`config.mk`:
```
export PLATFORM = sky130hd
export DESIGN_NAME = slc_stepmod
export DESIGN_NICKNAME = d
export VERILOG_FILES = /design/src/hdl/slc_pkg.sv /design/src/hdl/slc_stepmod.sv
export SDC_FILE = /design/constraint.sdc
export NUM_CORES = 1
export LEC_CHECK = 0
export ABC_AREA = 1
export BUFFER_PORTS_ARGS = -buffer_cell sky130_fd_sc_hd__buf_2
export CAP_MARGIN = 20
export CORE_UTILIZATION = 50
export CTS_CLUSTER_DIAMETER = 100
export DETAILED_ROUTE_END_ITERATION = 10
export GPL_ROUTABILITY_DRIVEN = 0
export GPL_TIMING_DRIVEN = 1
export PLACE_DENSITY = 0.8
export SKIP_CTS_REPAIR_TIMING = 1
export SLEW_MARGIN = 20
export SYNTH_ARGS = -nofsm -noshare
export SYNTH_HDL_FRONTEND = slang
export SYNTH_SLANG_ARGS = --single-unit
```
`constraint.sdc`:
```
create_clock -name clk -period 0.8 [get_ports clk]
set_input_delay 0.2 -clock clk [delete_from_list [all_inputs] [get_ports clk]]
set_output_delay 0.2 -clock clk [all_outputs]
set_load 0.01 [all_outputs]
```
`src/hdl/slc_pkg.sv`:
```
// Shared types and constants of the three-phase sine table commutator.
package slc_pkg;

  // Input mode codes
  localparam logic [1:0] MODE_LOAD = 2'd0;
  localparam logic [1:0] MODE_ABS  = 2'd1;
  localparam logic [1:0] MODE_REL  = 2'd2;

  // Drive mode codes (any other value drives the scaled table entry)
  localparam logic [1:0] DRIVE_CENTERED = 2'd1;
  localparam logic [1:0] DRIVE_REVERSED = 2'd2;

  // Configuration register indexes
  localparam logic [1:0] CFG_PWM_PERIOD = 2'd0;
  localparam logic [1:0] CFG_DRIVE_MODE = 2'd1;

  // Divide by 255 as a multiply: exact for products below 2^24
  localparam int          SCALE_W     = 24;
  localparam int          RECIP_W     = 25;
  localparam int          RECIP_SHIFT = 32;
  localparam logic [24:0] RECIP_255   = 25'd16843010;

  // Results that may be in flight or queued at once
  localparam logic [1:0] CREDIT_MAX = 2'd2;

  // One item as it travels down the index pipeline
  typedef struct packed {
    logic        load;
    logic [1:0]  motor;
    logic [7:0]  power;
    logic [7:0]  tindex;
    logic [15:0] tvalue;
  } slc_item_t;

  // One result word
  typedef struct packed {
    logic [1:0]  motor;
    logic [15:0] duty_a;
    logic [15:0] duty_b;
    logic [15:0] duty_c;
  } slc_result_t;

  // Sequencer status seen by the top level
  typedef struct packed {
    logic       busy;
    logic [1:0] credits;
    logic [1:0] queued;
  } slc_stat_t;

  typedef enum logic [1:0] {
    SEQ_FREE,
    SEQ_B,
    SEQ_C
  } slc_seq_t;

  typedef enum logic [1:0] {
    PH_A,
    PH_B,
    PH_C
  } slc_phase_t;

endpackage

```
`src/hdl/slc_stepmod.sv`:
```
// Three-stage reduction of a signed step modulo the table size.
module slc_stepmod import slc_pkg::*; #(
  parameter int TABLE_SIZE = 256,
  localparam int IW = $clog2(TABLE_SIZE)
) (
  input  logic               clk,
  input  logic               rst,
  input  logic               adv,
  input  logic               b_valid,
  input  slc_item_t          b_item,
  input  logic signed [31:0] b_step,
  output logic               e_valid,
  output slc_item_t          e_item,
  output logic [IW-1:0]      e_rem
);

  // Byte weights 256^k mod N, and the sign weight N - (2^32 mod N)
  localparam int     R1W  = IW + 10;
  localparam int     RCW  = R1W + 2;
  localparam int     PW   = R1W + RCW;
  localparam int     K    = R1W + IW;
  localparam int     QW   = PW - K;
  localparam int     C1   = 256 % TABLE_SIZE;
  localparam int     C2   = 65536 % TABLE_SIZE;
  localparam int     C3   = 16777216 % TABLE_SIZE;
  localparam longint CS   = TABLE_SIZE - (64'h1_0000_0000 % TABLE_SIZE);
  localparam longint RECIP = ((longint'(1) << K) + TABLE_SIZE - 1) / TABLE_SIZE;

  localparam logic [R1W-1:0] C1_W    = R1W'(C1);
  localparam logic [R1W-1:0] C2_W    = R1W'(C2);
  localparam logic [R1W-1:0] C3_W    = R1W'(C3);
  localparam logic [R1W-1:0] CS_W    = R1W'(CS);
  localparam logic [R1W-1:0] N_W     = R1W'(TABLE_SIZE);
  localparam logic [RCW-1:0] RECIP_V = RCW'(RECIP);

  logic            c_valid;
  slc_item_t       c_item;
  logic [R1W-1:0]  c_r1;
  logic [R1W-1:0]  r1_next;
  logic            d_valid;
  slc_item_t       d_item;
  logic [R1W-1:0]  d_r1;
  logic [PW-1:0]   d_prod;
  logic [QW-1:0]   quot;
  logic [R1W-1:0]  qn;
  logic [R1W-1:0]  rem_full;

  // Fold the step into a small value with the same residue
  assign r1_next = R1W'(b_step[7:0]) +
                   R1W'(b_step[15:8]) * C1_W +
                   R1W'(b_step[23:16]) * C2_W +
                   R1W'(b_step[31:24]) * C3_W +
                   (b_step[31] ? CS_W : '0);

  // Quotient by reciprocal, then the exact remainder
  assign quot     = d_prod[PW-1:K];
  assign qn       = R1W'(R1W'(quot) * N_W);
  assign rem_full = d_r1 - qn;

  always_ff @(posedge clk) begin
    if (rst) begin
      c_valid <= 1'b0;
      d_valid <= 1'b0;
      e_valid <= 1'b0;
    end else if (adv) begin
      c_valid <= b_valid;
      d_valid <= c_valid;
      e_valid <= d_valid;
    end
  end

  always_ff @(posedge clk) begin
    if (adv) begin
      c_item <= b_item;
      c_r1   <= r1_next;
      d_item <= c_item;
      d_r1   <= c_r1;
      d_prod <= PW'(c_r1) * PW'(RECIP_V);
      e_item <= d_item;
      e_rem  <= rem_full[IW-1:0];
    end
  end

endmodule

```
==> impl_metrics.toml <==
[setup_path]
r2r_slack_ns = 0.13
cp-startpoint = "e_item[8]"
crit_arrival_ns = 1.05
critPathMaxFanout = 1
critPathSlowestCell = "edfxtp_1"
critPathTopFamily = "flip-flops"
crit_chain = "buf_2"
critPathBufInv = 1
startpoint_type = "flip-flop"
worst-setup-path-type = "reg -> out"
endpoint_kind = "output pin"
required_ns = 0.60
cp_slowest_stage_delay_ns = 0.40
r2r-start = "d_item[14]"

[logic_synthesis]
synthesis.area_um2 = 3990
synth.largest_area_cell = "edfxtp_1"
synth.area.top_cells = "edfxtp_1 97%, dfxtp_1 1.5%, nand2_1 0.56%"
netlist.area_leader.share_pct = 97.0
syn_area_per_cell_um2 = 27.0
yosysWarningCount = 0
ys_ff_latch = 132
netlist_instances = 148
syn_nets = 219
synth_cell_types = 5
seq_area_frac_synth_pct = 98.5

[power]
power.density_nw_per_um2 = 2810
leakagePower_nw = 2.21
pwr-share-comb_pct = 4.4
power_frac_clock_pct = 43.9
p_switching_mw = 3.08
vdd_drop_max_uv = 1980
p_int_mw = 12.9
power_frac_seq_pct = 51.7
switching_share_pct = 19.3

[detailed_routing]
vias = 1881
viasPerCell = 4.43
wl_per_cell_um = 13.8
drtAntennaViolNets = 0
drc_errors = 0
drtIter0Drc = 117
drt_pre_antenna_iters = 4
drt_wl_total_um = 5880

[flow_run]
cap_violations = 0

[die]
die_x_um = 91.4
coreArea_um2 = 7730
start_util_pct = 51.7
die_y_um = 91.4
dieArea_um2 = 8350
io-pin-count = 115
rows = 32

[placement]
dp_slack_ns = -0.150
port_buffers = 90
dp_hpwl_um = 3510

[grt]
track_usage_pct = 14.1
grt_pass1_wl_um = 8270
antenna_found_initial = 0
overflow = 0
grt_max_degree = 26
grt_pass1_vias = 1747

[timing]
fin_ws_ns = -0.448
drv_slew = 0
layout_min_cycle_time_ns = 1.25
setup_violations = 44
skew_ns = 0.00771
slew_headroom_pct = 82.2
worst_pin_slew_ns = 0.267
finalSetupTns_ns = -17.08
final_hold_viol_count = 0
fmax_mhz = 801
rsz0062_at_grt = "true"
finalCritPeriodShare_pct = 156

[final_layout]
layout-drive-gt1-share_pct = 40.9
synthToLayoutAreaGrowth_pct = 42.7
fin_nets = 382
diodes = 0

[cts]
cts_htree_levels = 4
clock_latency_ns = 0.49
clk_pin_slew_ns = 0.05
cts_max_path_buffers = 2
cts_tree = "yes"
cts_num_sinks = 132
cts_made_buffers = 17
cts-root-buf = "clkbuf_8"

[min_path]
hold_class = "in -> reg"
worstHoldStart = "b_valid"

[status]
status = "finished with violations"
violations = "negative setup slack"
## cells in the mapped netlist, drive strengths merged
cell type,n
dfxtp,3
edfxtp,129
inv,4
nand2,6
nor2,6
## per-layer routing
metal  wire, um  track usage, %  vias to the layer above
met1       2190            14.2                      899
met2       3330            24.6                       58
met3        265            5.78                       10
met5          0               0                        -
met4        104            8.20                        0
li1           -               -                      914
## power groups by stage
stage                     logic (mW)  clock network, mW  registers [mW]
after floorplan               0.0207                  0            8.46
after global placement         0.517                  0            8.37
after detailed placement       0.538                  0            8.41
after CTS                      0.540               7.15            8.28
after global routing           0.764               7.46            8.31
final                          0.708               7.02            8.27
## metrics by stage
step,hold slack (ns),utilization (%),area [um^2],cells,power [mW]
global placement,0.376,60.8,4700,350,8.89
finish,0.0521,73.8,5700,425,16.0
CTS,-0.146,68.0,5250,381,16.0
global route,0.0420,73.8,5700,425,16.5
floorplan,0.299,-,3990,148,8.48
detailed placement,0.378,60.8,4700,350,8.95
## sequential cells by signal, indices dropped and copies added (netlist names)
name and count:
d_valid 1, d_r1 8, c_r1 8, e_valid 1, d_item 35, c_item 35
e_rem 8, e_item 35, c_valid 1
## kinds of logic after synthesis
group / after synthesis / synth area share, %
flops: 132 / 98.5
buf+inv: 4 / 0.376
simple gates: 12 / 1.13
## layout make-up
| type | count | area (um^2) |
|---|---|---|
| Timing Repair Buffer | 144 | 1020 |
| Inverter | 4 | 15.0 |
| Clock buffer | 17 | 414 |
| Multi-Input combinational cell | 12 | 45.0 |
| Tap cell | 102 | 128 |
| Sequential cell | 132 | 3940 |
| Clock inverter | 14 | 139 |
| Fill cell | 467 | 2030 |
## placed cells by master, fill, tap and decap left out
master         count
buf_2             88
clkinv_4           2
clkinvlp_4         3
nor2_1             6
buf_12             4
buf_4              7
edfxtp_1         129
buf_6              1
clkbuf_8           1
inv_6              1
bufinv_16          2
dlygate4sd3_1     44
inv_1              4
dfxtp_1            2
clkbuf_16         16
nand2_1            6
clkinv_2           6
dfxtp_2            1
## final timing paths
check,end,cells past startpoint
worst max register to register,e_item[14],0
worst max-delay path,e_item[8],1
worst min-delay path,c_valid,5
worst min register to register,d_item[15],0
Power figures use the tool's default switching activity.
