[src/hdl/slc_pkg.sv]
// Shared types and constants of the three-phase sine table commutator.
package slc_pkg;

  // Input mode codes
  localparam logic [1:0] MODE_LOAD = 2'd0;
  localparam logic [1:0] MODE_ABS  = 2'd1;
  localparam logic [1:0] MODE_REL  = 2'd2;

  // Drive mode codes (any other value drives the scaled table entry)
  localparam logic [1:0] DRIVE_CENTERED = 2'd1;
  localparam logic [1:0] DRIVE_REVERSED = 2'd2;

  // Configuration register indexes
  localparam logic [1:0] CFG_PWM_PERIOD = 2'd0;
  localparam logic [1:0] CFG_DRIVE_MODE = 2'd1;

  // Divide by 255 as a multiply: exact for products below 2^24
  localparam int          SCALE_W     = 24;
  localparam int          RECIP_W     = 25;
  localparam int          RECIP_SHIFT = 32;
  localparam logic [24:0] RECIP_255   = 25'd16843010;

  // Results that may be in flight or queued at once
  localparam logic [1:0] CREDIT_MAX = 2'd2;

  // One item as it travels down the index pipeline
  typedef struct packed {
    logic        load;
    logic [1:0]  motor;
    logic [7:0]  power;
    logic [7:0]  tindex;
    logic [15:0] tvalue;
  } slc_item_t;

  // One result word
  typedef struct packed {
    logic [1:0]  motor;
    logic [15:0] duty_a;
    logic [15:0] duty_b;
    logic [15:0] duty_c;
  } slc_result_t;

  // Sequencer status seen by the top level
  typedef struct packed {
    logic       busy;
    logic [1:0] credits;
    logic [1:0] queued;
  } slc_stat_t;

  typedef enum logic [1:0] {
    SEQ_FREE,
    SEQ_B,
    SEQ_C
  } slc_seq_t;

  typedef enum logic [1:0] {
    PH_A,
    PH_B,
    PH_C
  } slc_phase_t;

endpackage

[src/hdl/slc_ram.sv]
// Generic RAM: one write port, one read port with registered read data.
module slc_ram #(
  parameter int WIDTH = 16,
  parameter int DEPTH = 256,
  localparam int AW = (DEPTH > 1) ? $clog2(DEPTH) : 1
) (
  input  logic             clk,
  input  logic             we,
  input  logic [AW-1:0]    waddr,
  input  logic [WIDTH-1:0] wdata,
  input  logic [AW-1:0]    raddr,
  output logic [WIDTH-1:0] rdata
);

  logic [WIDTH-1:0] mem [DEPTH];

  // Write, and read old data on a collision
  always_ff @(posedge clk) begin
    if (we) begin
      mem[waddr] <= wdata;
    end
    rdata <= mem[raddr];
  end

endmodule

[src/hdl/slc_front.sv]
// Input stage and step counter read-modify-write: yields each item's step.
module slc_front import slc_pkg::*; #(
  parameter int MOTOR_TOTAL    = 3,
  parameter int POSITION_SHIFT = 3
) (
  input  logic               clk,
  input  logic               rst,
  input  logic               adv,
  input  logic               in_valid,
  input  logic [1:0]         mode,
  input  logic [1:0]         motor,
  input  logic signed [31:0] position,
  input  logic signed [15:0] step_delta,
  input  logic [7:0]         power,
  input  logic [7:0]         table_index,
  input  logic [15:0]        table_value,
  output logic               b_valid,
  output slc_item_t          b_item,
  output logic signed [31:0] b_step
);

  localparam int MW = (MOTOR_TOTAL > 1) ? $clog2(MOTOR_TOTAL) : 1;

  logic               keep;
  logic               a_valid;
  logic               a_rel;
  slc_item_t          a_item;
  logic signed [31:0] a_pos;
  logic signed [15:0] a_delta;
  logic [MW-1:0]      cnt_raddr;
  logic [31:0]        cnt_rdata;
  logic [31:0]        cnt_cur;
  logic [31:0]        cnt_new;
  logic               cnt_we;
  logic [MOTOR_TOTAL-1:0] cnt_valid;
  logic               fw_valid;
  logic [MW-1:0]      fw_motor;
  logic [31:0]        fw_data;
  logic signed [31:0] step_next;

  // Drop unused modes and motors beyond the count at the door
  assign keep = (mode == MODE_LOAD) ||
                (((mode == MODE_ABS) || (mode == MODE_REL)) && (3'(motor) < 3'(MOTOR_TOTAL)));

  always_ff @(posedge clk) begin
    if (rst) begin
      a_valid <= 1'b0;
    end else if (adv) begin
      a_valid <= in_valid && keep;
    end
  end

  always_ff @(posedge clk) begin
    if (adv) begin
      a_rel         <= (mode == MODE_REL);
      a_item.load   <= (mode == MODE_LOAD);
      a_item.motor  <= motor;
      a_item.power  <= power;
      a_item.tindex <= table_index;
      a_item.tvalue <= table_value;
      a_pos         <= position;
      a_delta       <= step_delta;
    end
  end

  // Read the counter of the word in the input stage, re-read while held
  assign cnt_raddr = adv ? motor[MW-1:0] : a_item.motor[MW-1:0];
  assign cnt_we    = adv && a_valid && a_rel;

  slc_ram #(.WIDTH(32), .DEPTH(MOTOR_TOTAL)) u_cnt_ram (
    .clk   (clk),
    .we    (cnt_we),
    .waddr (a_item.motor[MW-1:0]),
    .wdata (cnt_new),
    .raddr (cnt_raddr),
    .rdata (cnt_rdata)
  );

  // Forward last cycle's write; an unwritten counter reads as zero
  always_comb begin
    if (fw_valid && (fw_motor == a_item.motor[MW-1:0])) begin
      cnt_cur = fw_data;
    end else if (cnt_valid[a_item.motor[MW-1:0]]) begin
      cnt_cur = cnt_rdata;
    end else begin
      cnt_cur = '0;
    end
    cnt_new = cnt_cur + {{16{a_delta[15]}}, a_delta};
    if (a_rel) begin
      step_next = $signed(cnt_new);
    end else begin
      step_next = a_pos >>> POSITION_SHIFT;
    end
  end

  always_ff @(posedge clk) begin
    if (rst) begin
      fw_valid  <= 1'b0;
      cnt_valid <= '0;
    end else begin
      fw_valid <= cnt_we;
      if (cnt_we) begin
        cnt_valid[a_item.motor[MW-1:0]] <= 1'b1;
      end
    end
  end

  always_ff @(posedge clk) begin
    fw_motor <= a_item.motor[MW-1:0];
    fw_data  <= cnt_new;
  end

  // Advance into the step stage
  always_ff @(posedge clk) begin
    if (rst) begin
      b_valid <= 1'b0;
    end else if (adv) begin
      b_valid <= a_valid;
    end
  end

  always_ff @(posedge clk) begin
    if (adv) begin
      b_item <= a_item;
      b_step <= step_next;
    end
  end

endmodule

[config.mk]
export PLATFORM = sky130hd
export DESIGN_NAME = slc_front
export DESIGN_NICKNAME = d
export VERILOG_FILES = /design/src/hdl/slc_pkg.sv /design/src/hdl/slc_ram.sv /design/src/hdl/slc_front.sv
export SDC_FILE = /design/constraint.sdc
export NUM_CORES = 1
export LEC_CHECK = 0
export BUFFER_PORTS_ARGS = -buffer_cell sky130_fd_sc_hd__buf_2
export CORE_ASPECT_RATIO = 1.1
export CORE_MARGIN = 8
export CORE_UTILIZATION = 45
export CTS_CLUSTER_DIAMETER = 60
export CTS_CLUSTER_SIZE = 20
export DETAILED_ROUTE_END_ITERATION = 8
export PLACE_DENSITY = 0.7
export SYNTH_ARGS = -nofsm -noshare
export SYNTH_HDL_FRONTEND = slang
export SYNTH_SLANG_ARGS = --single-unit
[constraint.sdc]
create_clock -name clk -period 4.2 [get_ports clk]
set_input_delay 0 -clock clk [delete_from_list [all_inputs] [get_ports clk]]
set_output_delay 0 -clock clk [all_outputs]
set_load 0.005 [all_outputs]
==> flow_summary.ini, run 1 <==
[cells_and_area]
area_growth_pct = 24.0
fin_util_pct = 56.1
num-nets-final = 1163
drive_above_1_share_pct = 23.7
fin_cells = 1414
n_antenna_cell = 0

[global_routing]
grt_max_degree = 59
grt_pass1_vias = 7497
grt_pass1_wl_microns = 39600
grt_use_total_pct = 15.4
antenna_found_initial = 0
grt_overflow_total = 0

[placed_design]
hpwl_microns = 16000
place.port_buffers = 152
place_congestion = 0.851
dp.cells = 1283
dp_worst_setup_slack_ps = 226

[yosys]
synthFlopType = edfxtp_1
yosysTopAreaCell = edfxtp_1
synthAdderAreaFrac_pct = 3.89
postSynthNetCount = 913
synth-edff-count = 244
synth_xor_area_share_pct = 2.10
syn_avg_cell_area_sq_um = 15.4
yosys-top-cells-area = edfxtp_1 61%, dfxtp_1 12%, ha_1 3.7%
async_reset_ff_share_pct = 0
ys.warnings.count = 0
synth_top_family_by_area = compound AO/OA/AOI/OAI gates
synth.mux.area_fraction_pct = 5.49
synth_cell_types = 56
syn_area_sq_um = 12100
synth_top_area_share_pct = 60.6
synth_compound_area_share_pct = 9.62
ys_seq_elements = 316
synthCells = 788
synthSimpleGateAreaFrac_pct = 5.19
ys_seq_area_share_pct = 72.5

[status]
outcome = finished, final reports clean

[critical_path]
crit_required_ps = 4480
rr_worst_depth = 14
reg2reg_to = u_cnt_ram.mem[2][30]$_DFFE_PP_
cpPeakStageDelay_ps = 550
crit_slowest_cell = or4_4
crit_chain = xnor2_1, and3_1, buf_4, a22o_1, ha_1, inv_1, fa_1, and2b_1, o2111ai_2, a211oi_2, nor3_1, or4_4, a21boi_1, nor2_1
worstReg2RegStart = a_item[33]$_DFFE_PP_
path_max_fanout = 15
crit_family = simple AND/OR/NAND/NOR gates
crit_path_end_kind = register
critPathArrivalTime_ps = 4240
start_kind = register
worst-path-buf-inv = 2
r2r_slack_ps = 230
critPathKind = reg2reg

[timing]
grt_setup_unrepaired = false
skew_ps = 19.0
final.min_clock_period_ps = 3970
finalHoldViolations = 0
drv_slew = 0
setup_viol = 0
slew_headroom_pct = 34.7
finalSetupTns_ps = 0
tightest_slew_ps = 959
layout_setup_ws_ps = 235
final.period_utilization_pct = 94.4
fmax_mhz = 252

[route]
drtAntennaViolNets = 0
via_per_inst = 5.08
drt_first_pass_iters = 4
wl_per_cell_microns = 17.5
wl_microns = 24800
vias = 7177
drt_iter0_drc = 330
drc_errors = 0

[clock_network]
cts_tree = yes
htreeDepth = 1
clkTransAtPathRegs_ps = 80
cts-resized-gates = 0
clock_sinks = 316
cts_root_buffer = clkbuf_16
numCtsBuffers = 25
worstSkewPairLatency_ps = 540
clock_path_buffers = 3
post_cts_buffers = 0

[floorplan]
die_h_microns = 188
ioPinCount = 156
start_util_pct = 45.3
dieArea_sq_um = 32400
rows = 63
die_w_microns = 172
core_sq_um = 26700

[min_path]
hold_depth = 2
hold_path.class = in2reg
holdCritStartpoint = power[7]
min_to = a_item[31]$_DFFE_PP_

[power_and_ir_drop]
finalPower_w = 0.00643
power.density_nw_per_um2 = 428
ir_worst_vdd_mv = 0.425
p_leak_nw = 5.77

[run]
cap_violations = 0
==> cell usage in the layout (no fill, tap or decap), types with 8 or more instances in the layout <==
cell	n
dlygate4sd3_1	85
dfxtp_1	72
buf_2	151
xnor2_1	17
o21ai_0	18
o21a_1	10
edfxtp_1	244
ha_1	36
nand2_1	28
nor3_1	8
xor2_1	12
inv_1	10
buf_4	14
clkbuf_16	25
a21o_1	8
nor2_1	54
a21oi_1	64
mux2_2	27
a22o_1	31
mux2i_1	34
==> sequential cells by signal, indices dropped and copies added, names as in the netlist <==
signal and flops:
a_delta 16, a_item 35, a_pos 29, a_rel 1, a_valid 1, b_item 35
b_step 32, b_valid 1, cnt_valid 3, fw_data 32, fw_motor 2, fw_valid 1
u_cnt_ram.mem 96, u_cnt_ram.rdata 32
==> how the worst max path moves through the flow <==
stage / start / slack (ps) / endpoint / cells past startpoint
floorplan: a_item[32]$_DFFE_PP_ / 180 / u_cnt_ram.mem[0][30]$_DFFE_PP_ / 17
global placement: a_item[33]$_DFFE_PP_ / 320 / u_cnt_ram.mem[0][30]$_DFFE_PP_ / 14
detailed placement: a_item[33]$_DFFE_PP_ / 230 / u_cnt_ram.mem[2][30]$_DFFE_PP_ / 14
CTS: a_item[32]$_DFFE_PP_ / 200 / u_cnt_ram.mem[2][30]$_DFFE_PP_ / 14
global route: a_item[32]$_DFFE_PP_ / 7 / u_cnt_ram.mem[2][30]$_DFFE_PP_ / 14
finish: a_item[33]$_DFFE_PP_ / 230 / u_cnt_ram.mem[2][30]$_DFFE_PP_ / 14
==> cell type report <==
class / instances / area, sq um
multi-input combinational: 434 / 3220
fill: 2107 / 11700
clock buffer: 30 / 644
clock inverter: 16 / 160
inverter: 10 / 37.5
timing repair buffer: 251 / 1720
sequential: 316 / 8770
tap: 357 / 447
==> cells in the mapped netlist (all sizes together) (17+ instances only) <==
cell type  instances
edfxtp           244
dfxtp             72
a21oi             64
nor2              55
ha                36
mux2i             36
a22o              31
nand2             28
mux2              27
clkbuf            22
o21ai             19
xnor2             17
==> metrics by stage <==
step	area [sq um]	hold WS, ps
floorplan	12100	69.1
global placement	13300	176
detailed placement	13300	178
CTS	15000	149
global route	15000	148
finish	15000	165
==> metal layers <==
layer  vias up  global-route usage (%)  wire length (microns)
li1       3506                       -                      -
met1      3461                    18.5                  10300
met2       180                    26.8                  12200
met3        30                    4.40                   1920
met4         0                    3.48                    350
met5         -                       0                      0
==> power breakdown <==
group | switching, W | internal (W) | total (W) | leakage, nW
Sequential | 0.0000608 | 0.00357 | 0.00363 | 2.92
Clock | 0.00114 | 0.00116 | 0.00230 | 0.392
Combinational | 0.000262 | 0.000232 | 0.000494 | 2.46
Total | 0.00147 | 0.00496 | 0.00643 | 5.77
==> cell families (layout without fill, tap and decap cells) <==
kind of cell	Yosys count	count (layout)
flops	316	316
compound gates	172	172
simple gates	133	133
mux	63	63
buf+inv	38	307
fa+ha+maj	37	37
xor+xnor	29	29
==> what timing repair did <==
action / in CTS / in global routing
hold endpoints to repair: 139 / 0
setup endpoints to repair: 0 / 3
hold buffers: 85 / 0
No activity file was read; power rests on OpenSTA's default activity.
==> run 2: changes to the inputs <==
ABC_AREA = 1   (was default)
SKIP_CTS_REPAIR_TIMING = 1   (was default)
==> run 2 against run 1 <==
  * Sequential share of layout area shrank 2.8 points
  * Wire length grew 15%
  * Power shrank 0.57%
  * Clock power shrank 3%
  * Clock skew grew 4.1 ps
  * Flip-flop and latch count is the same
  * Design area grew 5.0%
  * Register-to-register slack gained 530 ps
  * Critical path depth grew 6
  * Critical endpoint is now u_cnt_ram.mem[2][22]$_DFFE_PP_
==> flow_summary.ini, run 2 <==
[yosys]
synth_compound_area_share_pct = 4.25
syn_area_sq_um = 12900
synthFlopType = edfxtp_1
synth-edff-count = 244
synthCells = 1191
ys_seq_area_share_pct = 67.9
synth_xor_area_share_pct = 1.19
yosys-top-cells-area = edfxtp_1 57%, dfxtp_1 11%, nand2_1 11%
syn_avg_cell_area_sq_um = 10.8
synth_common_cells = 375 x nand2_1, 244 x edfxtp_1, 115 x inv_1
synth_cell_types = 33
synthAdderAreaFrac_pct = 3.64
synth_top_family_by_area = simple AND/OR/NAND/NOR gates
yosysTopAreaCell = edfxtp_1
async_reset_ff_share_pct = 0
synth_top_area_share_pct = 56.7
synth.mux.area_fraction_pct = 0
ys.warnings.count = 0
postSynthNetCount = 1316
ys_seq_elements = 316
synth.most_common_cell = nand2_1
synthSimpleGateAreaFrac_pct = 18.6

[critical_path]
reg2reg_to = u_cnt_ram.mem[2][22]$_DFFE_PP_
crit_slowest_cell = edfxtp_1
r2r_slack_ps = 760
worstReg2RegStart = a_item[32]$_DFFE_PP_
critPathArrivalTime_ps = 3710
start_kind = register
crit_required_ps = 4470
crit_top_cell = nand2_1
crit_chain = inv_2, nand3_1, nand3_1, buf_4, nand2_1, a21oi_1, ha_1, inv_1, fa_1, inv_1, nand3_1, nand2_2, nand2_1, nand2_1, nand2_1, nand2_2, nand2_1, nand2_1, nand2_1, and2_1
path_max_fanout = 13
rr_worst_depth = 20
cpPeakStageDelay_ps = 510
crit_path_end_kind = register
critPathKind = reg2reg

[placed_design]
place.port_buffers = 152
dp_worst_setup_slack_ps = 807
hpwl_microns = 18800
place_area_sq_um = 14200
place_congestion = 0.902

[floorplan]
start_util_pct = 45.4
die_h_microns = 194
core_sq_um = 28500
rows = 65
dieArea_sq_um = 34400
die_w_microns = 178
ioPinCount = 156

[clock_network]
clock_path_buffers = 3
numCtsBuffers = 22
cts_root_buffer = clkbuf_16
htreeDepth = 1
clock_sinks = 316
worstSkewPairLatency_ps = 530
clkTransAtPathRegs_ps = 80
cts_tree = yes

[power_and_ir_drop]
power.density_nw_per_um2 = 406
ir_worst_vdd_mv = 0.290
p_leak_nw = 6.83
power.switching_w = 0.00143
sequentialPowerShare_pct = 56.8
p_int_w = 0.00496
p_sw_share_pct = 22.3
finalPower_w = 0.00639
clockPowerShare_pct = 35.0
power_frac_comb_pct = 8.2

[timing]
final.min_clock_period_ps = 3440
finalSetupTns_ps = 0
finalHoldViolations = 0
slew_headroom_pct = 45.1
grt_setup_unrepaired = false
final.period_utilization_pct = 81.9
fmax_mhz = 291
drv_slew = 0
timing.hold.ws_ps = 178
setup_viol = 0
skew_ps = 23.2
tightest_slew_ps = 823
layout_setup_ws_ps = 761

[route]
drt_iter0_drc = 475
vias = 8746
wl_microns = 28500
via_per_inst = 4.79
drtAntennaViolNets = 0
wl_per_cell_microns = 15.6
drc_errors = 0
drt_first_pass_iters = 6

[cells_and_area]
regArea_sq_um = 8770
drive_above_1_share_pct = 16.1
mostFrequentLayoutCells = 375 x nand2_1, 244 x edfxtp_1, 151 x buf_2
reg_top3 = u_cnt_ram.mem x96, a_item x35, b_item x35
design_area_sq_um = 15800
num-nets-final = 1565
area_growth_pct = 22.0
multi_input_area_sq_um = 3600
final_common_cell = nand2_1
nFillCells = 2422
largest_reg_flops = 96
largest_register = u_cnt_ram.mem

[min_path]
hold_depth = 2
holdCritStartpoint = table_index[0]
min_to = a_item[16]$_DFFE_PP_
hold_path.class = in2reg

[global_routing]
grt_pass1_vias = 8470
antenna_found_initial = 1
grt_use_total_pct = 15.6
grt_overflow_total = 0
grt_max_degree = 52
grt_pass1_wl_microns = 42800

[status]
outcome = finished, final reports clean

[run]
cap_violations = 0
run 2: cell types whose count changed after synthesis, moves of 27 or more:
cell     change
mux2i_1     -36
nand3_1     +32
nor2_1      +53
inv_1      +105
a31oi_1     +30
mux2_2      -27
nand2_1    +347
a22o_1      -31
run 2: per-stage QoR:
step                cells  utilization [%]
floorplan            1191                -
global placement     1699             49.7
detailed placement   1699             49.7
CTS                  1739             52.4
global route         1825             55.3
finish               1825             55.3
run 2: cells by family (layout without fill, tap and decap cells):
group	count (synthesis)	in the layout
compound gates	97	97
xor+xnor	15	15
fa+ha+maj	37	37
buf+inv	147	412
flops	316	316
other cells	0	1
simple gates	579	579
run 2: routing by layer:
metal / share of wire, % / global-route usage [%] / vias up
li1: - / - / 4452
met1: 41 / 18.7 / 4076
met2: 51 / 27.9 / 178
met3: 5.1 / 2.79 / 40
met4: 2.4 / 4.70 / 0
met5: 0 / 0 / -
run 2: worst max path at each step:
stage | from | to | slack, ps | depth (start not counted)
2_1_floorplan | a_rel$_DFFE_PP_ | u_cnt_ram.mem[1][0]$_DFFE_PP_ | 840 | 4
3_3_place_gp | a_item[32]$_DFFE_PP_ | u_cnt_ram.mem[2][22]$_DFFE_PP_ | 870 | 20
3_5_place_dp | a_item[32]$_DFFE_PP_ | u_cnt_ram.mem[2][22]$_DFFE_PP_ | 810 | 20
4_1_cts | a_item[32]$_DFFE_PP_ | u_cnt_ram.mem[2][22]$_DFFE_PP_ | 790 | 20
5_1_grt | a_item[33]$_DFFE_PP_ | u_cnt_ram.mem[2][22]$_DFFE_PP_ | 490 | 20
6_report | a_item[32]$_DFFE_PP_ | u_cnt_ram.mem[2][22]$_DFFE_PP_ | 760 | 20
run 2: layout make-up:
type	instances	share of cell area, %
clock buffer	31	3.91
tap	368	2.92
sequential	316	55.7
antenna	1	0.0159
multi-input combinational	728	22.9
timing repair buffer	252	11.0
clock inverter	9	0.802
inverter	120	2.86
run 2: power by group through the flow:
stage               registers (W)  logic (W)  clock network, W
global placement          0.00369   0.000455                 0
floorplan                 0.00369   0.000245                 0
global route              0.00365   0.000589           0.00238
detailed placement        0.00370   0.000468                 0
CTS                       0.00363   0.000469           0.00228
finish                    0.00363   0.000526           0.00224
run 2: worst max-delay path: cells and delay by family, from the launching register on:
family	cells	cell delay, ps
simple gates	13	1330
fa+ha+maj	2	620
buf+inv	4	560
flops	1	510
compound gates	1	160
==> run 3: changes to the inputs <==
clock period = 3 ns   (was 4.2 ns; I/O delays follow)
==> run 3 against run 2 <==
  * Combinational power increased by 57%
  * Clock skew shrank 3.4 ps
  * Hold slack worse by 5.5 ps
  * Critical path type unchanged
  * Critical path depth shrank 1
  * Flip-flop and latch count unchanged
  * Via count grew 3.2%
  * Utilization up 2.5 points
  * Sequential share of layout area down 2.4 points
  * Non-clock buffer count grew 56
  * Setup slack worse by 740 ps
==> flow_summary.ini, run 3 (synthesized netlist as in run 2, its figures left out) <==
[timing]
layout_setup_ws_ps = 25.6
final.period_utilization_pct = 99.1
setup_viol = 0
finalSetupTns_ps = 0
drv_slew = 0
grt_setup_unrepaired = true
fmax_mhz = 336
final.min_clock_period_ps = 2970
finalHoldViolations = 0
slew_headroom_pct = 39.9
skew_ps = 19.8
tightest_slew_ps = 902

[global_routing]
met2_usage_pct = 28.8
grt_use_total_pct = 16.1
grt_pass1_wl_microns = 44600
grt_pass1_vias = 8568
met3_usage_pct = 2.79
grt_busiest_layer = met2
grt.met1_usage_pct = 20.1
antenna_found_initial = 0
grt_overflow_total = 0
grt_max_degree = 59

[floorplan]
die_h_microns = 194
rows = 65
die_w_microns = 178
core_sq_um = 28500
ioPinCount = 156
start_util_pct = 45.4
dieArea_sq_um = 34400

[placed_design]
place_congestion = 0.913
dp_worst_setup_slack_ps = -102
place.port_buffers = 152
hpwl_microns = 19900

[cells_and_area]
final_common_cell = nand2_1
mostFrequentLayoutCells = 367 x nand2_1, 244 x edfxtp_1, 151 x buf_2
largest_reg_flops = 96
largest_register = u_cnt_ram.mem
area_growth_pct = 27.5
reg_top3 = u_cnt_ram.mem x96, a_item x35, b_item x35
n_antenna_cell = 0
num-nets-final = 1623
drive_above_1_share_pct = 21.9

[clock_network]
cts_tree = yes
htreeDepth = 1
clock_sinks = 316
clkTransAtPathRegs_ps = 80
clock_path_buffers = 3
numCtsBuffers = 24
cts_root_buffer = clkbuf_16
worstSkewPairLatency_ps = 530

[critical_path]
critPathArrivalTime_ps = 3240
path_max_fanout = 5
critPathKind = reg2reg
crit_required_ps = 3270
start_kind = register
r2r_slack_ps = 30
crit_path_end_kind = register

[route]
wl_per_cell_microns = 15.7
drtAntennaViolNets = 0
drt_iter0_drc = 442
drt_first_pass_iters = 5
via_per_inst = 4.79
vias = 9024
drc_errors = 0
wl_microns = 29600

[run]
cap_violations = 0

[power_and_ir_drop]
ir_worst_vdd_mv = 0.443
power.density_nw_per_um2 = 556
p_leak_nw = 7.20

[status]
outcome = finished, final reports clean

[min_path]
hold_path.class = in2reg
[run 3: cell count changes in the layout (fill, tap and decap cells not counted), sizes merged]
cell	change
buf	+55
clkinv	+5
bufinv	-2
clkbuf	+1
clkinvlp	-1
diode	-1
dlygate4sd3	+1
inv	+1
[run 3: path summary, 6_finish.rpt]
check	startpoint	endpoint	depth (start not counted)
worst max register to register	a_item[32]$_DFFE_PP_	u_cnt_ram.mem[2][20]$_DFFE_PP_	19
worst min-delay path	step_delta[13]	a_delta[13]$_DFFE_PP_	2
worst min register to register	a_item[24]$_DFFE_PP_	b_item[24]$_DFFE_PP_	0
worst max-delay path	a_item[32]$_DFFE_PP_	u_cnt_ram.mem[2][20]$_DFFE_PP_	19
[run 3: cell type report]
cell class	count	area [sq um]
multi-input cells	728	3780
repair buffers	308	2190
fillers	2404	12000
clock inverters	12	119
clock buffers	32	693
inverters	120	450
flip-flops and latches	316	8770
well taps	368	460
[run 3: metal layers]
metal / up-vias / part of all wire (%)
met5: - / 0
met4: 0 / 1.5
met3: 36 / 5.5
met2: 199 / 52
met1: 4214 / 41
li1: 4575 / -
[run 3: where the power goes]
part / leakage (nW) / switching, W / total, W / internal, W
Combinational: 3.88 / 0.000472 / 0.000827 / 0.000355
Clock: 0.402 / 0.00155 / 0.00325 / 0.00169
Sequential: 2.92 / 0.0000816 / 0.00508 / 0.00500
[run 3: critical path, stage by stage, from the launching register on]
cell      delay, ps
edfxtp_1        460
inv_2           140
nand3_1          90
nand3_2         140
nand2_1         120
a21oi_4         160
ha_2            200
inv_1            50
fa_2            350
inv_2            70
nand3_1          80
nand2_2         100
nand2_1          60
nand2_2         100
nand2_1          70
nand2_2         120
nand2_1         110
nand2_1          80
nand2_1          60
and2_1          170
[run 3: per-stage QoR]
step           instances  util [%]  power [W]  hold WS, ps  area, sq um
6_report            1884      57.8    0.00916          173        16500
5_1_grt             1884      57.8    0.00952          154        16500
4_1_cts             1790      54.0    0.00913         -381        15400
3_5_place_dp        1746      51.1    0.00589          178        14600
3_3_place_gp        1746      51.1    0.00587          176        14600
2_1_floorplan       1191         -    0.00551         69.1        12900
